<file path="src/sv/cms_pkg.sv">
// ----------------------------------------------------------------------------
// cms_pkg
// Types and constants of the count-min sketch core.
// ----------------------------------------------------------------------------
package cms_pkg;

    localparam int MAX_WIDTH = 1024;
    localparam int MAX_DEPTH = 8;
    localparam int COL_W     = $clog2(MAX_WIDTH);
    localparam int ROW_W     = (MAX_DEPTH > 1) ? $clog2(MAX_DEPTH) : 1;
    localparam int ADDR_W    = COL_W + ROW_W;
    localparam int WID_W     = COL_W + 1;
    localparam int DEP_W     = ROW_W + 1;
    localparam int CFG_IDX_W = 1;
    localparam int CFG_DAT_W = 11;

    localparam logic [CFG_IDX_W-1:0] REG_WIDTH = 1'b0;
    localparam logic [CFG_IDX_W-1:0] REG_DEPTH = 1'b1;

    typedef enum logic [2:0] {
        CMD_ADD      = 3'd0,
        CMD_COUNT    = 3'd1,
        CMD_VALUES   = 3'd2,
        CMD_MERGE    = 3'd3,
        CMD_COMPRESS = 3'd4,
        CMD_CLEAR    = 3'd5,
        CMD_RSVD6    = 3'd6,
        CMD_RSVD7    = 3'd7
    } cmd_t;

    typedef enum logic [3:0] {
        ST_IDLE,
        ST_MIX,
        ST_DIV,
        ST_READ,
        ST_WAIT,
        ST_UPDATE,
        ST_EMIT,
        ST_FOLD_RD_LO,
        ST_FOLD_RD_HI,
        ST_FOLD_WR,
        ST_SWEEP,
        ST_RESULT
    } state_t;

    typedef struct packed {
        logic [31:0] value;
        logic [2:0]  row_index;
        logic        last;
        logic        error;
    } result_t;

endpackage

</file>
<file path="src/sv/cms_mod.sv">
// ----------------------------------------------------------------------------
// cms_mod
// Bit-serial unsigned 32-bit modulo by the active width (one bit a cycle).
// ----------------------------------------------------------------------------
module cms_mod (
    input  logic                 clk,
    input  logic                 rst_n,
    input  logic                 start,
    input  logic [31:0]          dividend,
    input  logic [cms_pkg::WID_W-1:0] divisor,
    output logic                 done,
    output logic [cms_pkg::COL_W-1:0] remainder
);
    import cms_pkg::*;

    logic [31:0]    dvd_reg, dvd_next;
    logic [WID_W:0] rem_reg, rem_next;
    logic [5:0]     cnt_reg, cnt_next;
    logic           busy_reg, busy_next;
    logic [WID_W:0] shifted;

    assign shifted = {rem_reg[WID_W-1:0], dvd_reg[31]};

    always_comb
    begin
        dvd_next  = dvd_reg;
        rem_next  = rem_reg;
        cnt_next  = cnt_reg;
        busy_next = busy_reg;
        if (start)
        begin
            dvd_next  = dividend;
            rem_next  = '0;
            cnt_next  = 6'd0;
            busy_next = 1'b1;
        end
        else if (busy_reg)
        begin
            dvd_next = {dvd_reg[30:0], 1'b0};
            if (shifted >= {1'b0, divisor})
                rem_next = shifted - {1'b0, divisor};
            else
                rem_next = shifted;
            cnt_next = cnt_reg + 6'd1;
            if (cnt_reg == 6'd31)
                busy_next = 1'b0;
        end
    end

    always_ff @(posedge clk or negedge rst_n)
    begin
        if (!rst_n)
        begin
            busy_reg <= 1'b0;
            cnt_reg  <= '0;
        end
        else
        begin
            busy_reg <= busy_next;
            cnt_reg  <= cnt_next;
        end
    end

    always_ff @(posedge clk)
    begin
        dvd_reg <= dvd_next;
        rem_reg <= rem_next;
    end

    assign done      = busy_reg && (cnt_reg == 6'd31);
    assign remainder = rem_next[COL_W-1:0];
endmodule

</file>
<file path="config.mk">
export PLATFORM = sky130hd
export DESIGN_NAME = cms_mod
export DESIGN_NICKNAME = d
export VERILOG_FILES = /design/src/sv/cms_pkg.sv /design/src/sv/cms_mod.sv
export SDC_FILE = /design/constraint.sdc
export NUM_CORES = 1
export LEC_CHECK = 0
export ABC_AREA = 1
export BUFFER_PORTS_ARGS = -buffer_cell sky130_fd_sc_hd__buf_2
export CORE_UTILIZATION = 56
export CTS_CLUSTER_SIZE = 30
export DETAILED_ROUTE_END_ITERATION = 8
export GPL_TIMING_DRIVEN = 0
export MAX_ROUTING_LAYER = met4
export PLACE_DENSITY = 0.8
export SYNTH_ARGS = -nofsm -noshare
export SYNTH_HDL_FRONTEND = slang
export SYNTH_SLANG_ARGS = --single-unit
</file>
<file path="constraint.sdc">
create_clock -name clk -period 3.17 [get_ports clk]
set_input_delay 0.1585 -clock clk [delete_from_list [all_inputs] [get_ports clk]]
set_output_delay 0.1585 -clock clk [all_outputs]
set_load 0.02 [all_outputs]
</file>
==> key figures, run 1 <==
Clock network
  – TritonCTS buffer count: 5
  – Post-cts sizing count: 0
  – # hold bufs at CTS: 1
  – Clock Sinks: 50
  – Worst-path clk slew: 0.10 ns
  – Clk Latency, worst-skew pair: about 0.30 ns
  – CTS HTree Levels: 2
  – CTS tree: yes
  – Clock root buffer master: clkbuf_8
  – Clock tree buffer depth: 2
  – Post-CTS Setup Inserts: 0

Synthesis
  – Cell area after synthesis: approximately 3000 µm²
  – Seq cells post-synth: 50
  – Number of library cell types mapped by synthesis: 34
  – Net count after synthesis: 470
  – Seq/Total Area, Yosys: 0.447
  – Yosys warns: 0
  – Avg Inst Size Synth: 7.39 µm²
  – Syn Inst Count: between 400 and 500

Power
  – Peak supply drop: 0.000320 V
  – LEAKAGE: 0.00196 µW
  – PwrDens: 661 nW/µm²

Cells and area
  – Area of the multi-input gates: around 1400 µm²
  – Max reg flops: 32
  – Leading cell type in the layout, fill and taps excluded: nand2_1
  – Fill cells: 476
  – Area Growth Syn to Fin: 15.1%
  – Final net count: approximately 530
  – Share of cells above drive strength 1: 0.179
  – Antenna cells: 0
  – Reg area: 1360 µm²
  – Commonest non-fill, non-tap cells in the layout: 176 x nand2_1, 55 x buf_2, 51 x inv_1

Job
  – Max-cap viol count: 0

Floorplanning
  – FP Rows: 26
  – Die ar.: 5720 µm²
  – Starting Density: 0.587
  – Die X: roughly 76 µm
  – I/O Pins: 57
  – Core footprint: 5170 µm²
  – Die Ht: approximately 76 µm

Detailed routing
  – First drt pass iteration count: 4
  – Via count: 2670
  – WL/cell: 11.4 µm
  – Vias per cell: between 4 and 5
  – Routed Wire Length: just over 6 mm
  – DR iter-0 viols: 156
  – Post-route ant nets: 0
  – DRC: 0

STA
  – Tightest Pin Transition: 1.22 ns
  – Fmax: between 0.3 and 0.4 GHz
  – Relative slew slack: 0.186
  – Period minus WS final: 2.81 ns
  – # setup viols final: 0
  – Setup TNS: 0 ns
  – Worst Skew: 0.0104 ns
  – Hold Violations, Final: 0
  – Slew Limit Fails: 0
  – Worst hold margin: 0.102 ns
  – RSZ-0062 raised after global routing: no
  – Final period util: 0.887

Global route
  – Largest net degree at the start of global routing: 34
  – Total congestion overflow: 0
  – GRT Util Overall: 0.244
  – Global-route wire length before repair: 10.1 mm
  – Antenna violations before repair: 0
  – Vias in the first global route: 2370

Setup path
  – Crit path DAT: 2.65 ns
  – Worst Setup End Kind: output pin
  – Reg2Reg Setup Slack: 0.85 ns
  – Crit-path max FO: 33
  – Startpoint types: flop
  – WP buf/inv: 3
  – Max incr delay on CP: 0.92 ns
  – Crit Path Class: flop to output pin
  – Worst EP required: 3.01 ns
  – CP cell instances: clkbuf_1, nor2_1, inv_1, o21ai_1, buf_2
  – CP top delay family: buffers and inverters
  – Slowest cell on crit path: inv_1

Place
  – IO Port Bufs: 55
  – GPL Wtd Cong: 0.904
  – Hpwl dp: 4.73 mm

Status
  – Status: completed

Hold path
  – Worst min-delay path class: primary input to flop
[worst reg2reg max path, delay by kind of cell (launching register included)]
kind / cells / cell delay (ns)
buffers and inverters: 2 / 1.32
DFF: 1 / 0.39
and+or+nand+nor: 1 / 0.21
[layout make-up]
type                    count  area share
plain buffers              10      0.0118
clock buffers               5      0.0197
clock inverters             3     0.00465
inverters                  61      0.0662
multi-input cells         290       0.403
flip-flops and latches     50       0.388
well taps                  70      0.0251
repair buffers             56      0.0816
[through the flow]
stage               worst slack (ns)  instance area [µm²]  cells  total power [µW]  utilization
global route                   0.105                 3490    545              2510        0.676
CTS                            0.337                 3490    545              2320        0.676
floorplan                       1.08                 3040    411              1690            -
finish                         0.359                 3490    545              2310        0.676
detailed placement             0.702                 3400    536              1950        0.657
global placement               0.756                 3400    536              1920        0.657
[kinds of logic after synthesis]
family,after synthesis,share of synthesized area
adders and majority gates,13,0.0560
and+or+nand+nor,259,0.368
xor gates and xnor gates,3,0.00865
AOI/OAI and AO/OA,15,0.0309
buffers and inverters,71,0.0898
DFF,50,0.447
[final timing paths]
check / from / to / cells after the start
max: busy_reg / remainder[0] / 5
min: dividend[0] / dvd_reg[0] / 3
max reg2reg: busy_reg / dvd_reg[29] / 3
min reg2reg: cnt_reg[4] / cnt_reg[4] / 1
max in group asynchronous: rst_n / cnt_reg[1] / 2
min in group asynchronous: rst_n / cnt_reg[0] / 2
[per-layer routing]
layer	wire length, µm	global-route usage	vias to the layer above	share of wire
met5	0	-	-	0
li1	-	-	1403	-
met2	2890	0.381	56	0.46
met3	274	0.0489	8	0.044
met1	3000	0.330	1203	0.48
met4	74	0.0576	0	0.012
[synthesized netlist by cell type]
cell type / instances / share of area
nand2_1: 176 / 0.22
inv_1: 51 / 0.063
nor2_1: 35 / 0.043
edfxtp_1: 32 / 0.32
nand3_1: 18 / 0.030
ha_1: 12 / 0.049
dfxtp_1: 11 / 0.073
nand4_1: 10 / 0.021
clkbuf_1: 9 / 0.011
inv_2: 8 / 0.0099
dfrtp_1: 7 / 0.058
a21oi_1: 6 / 0.0099
o21ai_0: 4 / 0.0066
nand2_2: 3 / 0.0062
nand3b_1: 3 / 0.0074
nor2_4: 3 / 0.011
nand2_4: 2 / 0.0074
nand3_2: 2 / 0.0066
nor3_1: 2 / 0.0033
o21ai_1: 2 / 0.0033
xnor2_1: 2 / 0.0058
a21oi_4: 1 / 0.0054
a22o_1: 1 / 0.0029
a41oi_1: 1 / 0.0029
and2_4: 1 / 0.0029
buf_4: 1 / 0.0025
clkinv_1: 1 / 0.0012
fa_1: 1 / 0.0066
inv_4: 1 / 0.0021
nand3_4: 1 / 0.0058
nor2_2: 1 / 0.0021
nor4_1: 1 / 0.0021
or2_1: 1 / 0.0021
xor2_1: 1 / 0.0029
[report_power, final]
| part | internal, µW | switching, µW |
|---|---|---|
| Sequential | 796 | 67.1 |
| Combinational | 393 | 691 |
| Clock | 152 | 211 |
| Total | 1340 | 969 |
No activity file was read; power rests on OpenSTA's default activity.
==> run 2, diff against run 1 <==
--- a/config.mk
+++ b/config.mk
@@ -10,7 +10,6 @@
 export CORE_UTILIZATION = 56
 export CTS_CLUSTER_SIZE = 30
 export DETAILED_ROUTE_END_ITERATION = 8
-export GPL_TIMING_DRIVEN = 0
 export MAX_ROUTING_LAYER = met4
 export PLACE_DENSITY = 0.8
 export SYNTH_ARGS = -nofsm -noshare
==> key figures, run 2 (synthesis results as in run 1) <==
Power
  – P_int: 1430 µW (+6.5%)
  – Peak supply drop: 0.000369 V (+15%)
  – Seq pwr share: 0.359 (-0.015)
  – PwrDens: 686 nW/µm² (+3.8%)
  – Switching share of power: 0.409 (-0.0106)
  – Clk pwr share: 0.189 (+0.032)
  – LEAKAGE: 0.00198 µW (+1.0%)
  – Sw power: 988 µW (+2.0%)
  – Comb pwr share: 0.452 (-0.017)

Cells and area
  – Share of cells above drive strength 1: 0.194 (+0.0147)
  – Max reg flops: 32 (unchanged)
  – Commonest non-fill, non-tap cells in the layout: 176 x nand2_1, 56 x buf_2, 51 x inv_1
  – Final net count: 528 (-0.94%)
  – Antenna cells: 0 (unchanged)
  – Area Growth Syn to Fin: 15.9%
  – Leading cell type in the layout, fill and taps excluded: nand2_1
  – Post-route cell area: 3520 µm² (+0.75%)

Hold path
  – Hold EP: dvd_reg[0]
  – Worst hold stages: 3 (unchanged)
  – Hold_sp: dividend[0]
  – Worst min-delay path class: primary input to flop

Status
  – Status: completed

Place
  – IO Port Bufs: 56 (+1.8%)
  – Placed instance area: 3390 µm² (-0.18%)
  – Hpwl dp: 4.54 mm (-4.1%)
  – GPL Wtd Cong: 0.915 (+1.2%)

Setup path
  – Startpoint types: flop
  – R2R depth: 12 (+9)
  – Crit Path Class: flop to output pin
  – Reg2Reg Setup Slack: 1.18 ns (+0.33 ns)
  – Crit path DAT: 2.40 ns (-0.25 ns)
  – Crit-path max FO: 10 (-70%)
  – R2r endpoint: rem_reg[0]
  – Reg-to-Reg Start: dvd_reg[31]
  – Worst EP required: 3.01 ns (about the same)
  – Worst Setup End Kind: output pin

Floorplanning
  – I/O Pins: 57 (unchanged)
  – Starting Density: 0.587 (unchanged)
  – Die Ht: 75.6 µm (unchanged)
  – Die ar.: 5720 µm² (unchanged)
  – FP Rows: 26 (unchanged)
  – Die X: 75.6 µm (unchanged)
  – Core footprint: 5170 µm² (unchanged)

Detailed routing
  – Via count: 2594 (-2.8%)
  – DR iter-0 viols: 159 (+1.9%)
  – Post-route ant nets: 0 (unchanged)
  – WL/cell: 11.2 µm (-2.0%)
  – Vias per cell: 4.80 (-1.9%)
  – DRC: 0 (unchanged)
  – First drt pass iteration count: 4 (unchanged)
  – Routed Wire Length: 6.05 mm (-2.9%)

Clock network
  – Post-CTS Setup Inserts: 0 (unchanged)
  – Clock root buffer master: clkbuf_8
  – Clock Sinks: 50 (unchanged)
  – TritonCTS buffer count: 5 (unchanged)
  – CTS tree: yes
  – Worst-path clk slew: 0.10 ns (about the same)
  – Clock tree buffer depth: 2 (unchanged)
  – # hold bufs at CTS: 1 (unchanged)
  – Post-cts sizing count: 0 (unchanged)
  – Clk Latency, worst-skew pair: 0.30 ns (about the same)
  – CTS HTree Levels: 2 (unchanged)

Global route
  – Antenna violations before repair: 0 (unchanged)
  – Total congestion overflow: 0 (unchanged)
  – Global-route wire length before repair: 9.55 mm (-5.9%)
  – Largest net degree at the start of global routing: 43 (+26%)
  – Vias in the first global route: 2207 (-6.9%)
  – GRT Util Overall: 0.231 (-0.0127)

STA
  – Worst Skew: 0.00815 ns (-0.00226 ns)
  – Setup TNS: 0 ns (unchanged)
  – # setup viols final: 0 (unchanged)
  – Fmax: 0.391 GHz (+9.9%)
  – Period minus WS final: 2.56 ns (-0.252 ns)
  – Tightest Pin Transition: 0.407 ns (-0.812 ns)
  – RSZ-0062 raised after global routing: no
  – Relative slew slack: 0.729 (+0.542)
  – Hold Violations, Final: 0 (unchanged)
  – Slew Limit Fails: 0 (unchanged)
  – Final period util: 0.807 (-0.0796)

Job
  – Max-cap viol count: 0 (unchanged)
run 2: final cells by class:
type	count	area, µm²
timing repair buffer	61	320
multi-input combinational	290	1410
clock inverter	3	48.8
fill	432	1650
clock buffer	5	68.8
sequential	50	1360
tap	70	87.6
inverter	61	231
run 2: worst max-delay path by stage:
stage	from	end	slack, ns	depth (start not counted)
final	dvd_reg[31]	remainder[2]	0.61	14
after global routing	dvd_reg[31]	remainder[9]	0.44	14
after CTS	dvd_reg[31]	remainder[2]	0.61	14
after detailed placement	dvd_reg[31]	remainder[9]	0.99	14
after global placement	dvd_reg[31]	remainder[9]	1.03	14
after floorplan	dvd_reg[31]	remainder[9]	1.08	13
run 2: power groups by stage:
stage / Combinational (µW) / Sequential, µW / Clock (µW)
after floorplan: 840 / 852 / 0
after global placement: 1050 / 878 / 0
after detailed placement: 1080 / 880 / 0
after CTS: 1090 / 869 / 470
after global routing: 1230 / 875 / 495
final: 1090 / 867 / 458
run 2: worst max-delay path, cell delays in order, from the launching register on:
cell and delay [ns]:
edfxtp_1 0.33, inv_1 0.05, ha_1 0.22, fa_1 0.43, inv_2 0.09, nand2_1 0.05
nand2_1 0.07, and2_4 0.16, nand2_4 0.10, nand3_4 0.16, nand2_1 0.07, nand3_1 0.08
nand2_1 0.05, inv_1 0.07, buf_2 0.17
run 2: metal layers:
layer	vias to the layer above	part of all wire	GRT usage
li1	1403	-	-
met1	1127	0.47	0.295
met2	60	0.48	0.382
met3	4	0.043	0.0489
met4	0	0.0045	0.0494
met5	-	0	-
run 2: metrics by stage:
stage | setup WS, ns | hold WS, ns | power (µW) | utilization | std cells
after global placement | 1.03 | -0.00192 | 1930 | 0.656 | 531
after detailed placement | 0.985 | -0.00213 | 1960 | 0.656 | 531
final | 0.611 | 0.107 | 2420 | 0.681 | 540
after CTS | 0.611 | 0.100 | 2430 | 0.681 | 540
after floorplan | 1.08 | -0.137 | 1690 | - | 411
after global routing | 0.443 | 0.0976 | 2600 | 0.681 | 540
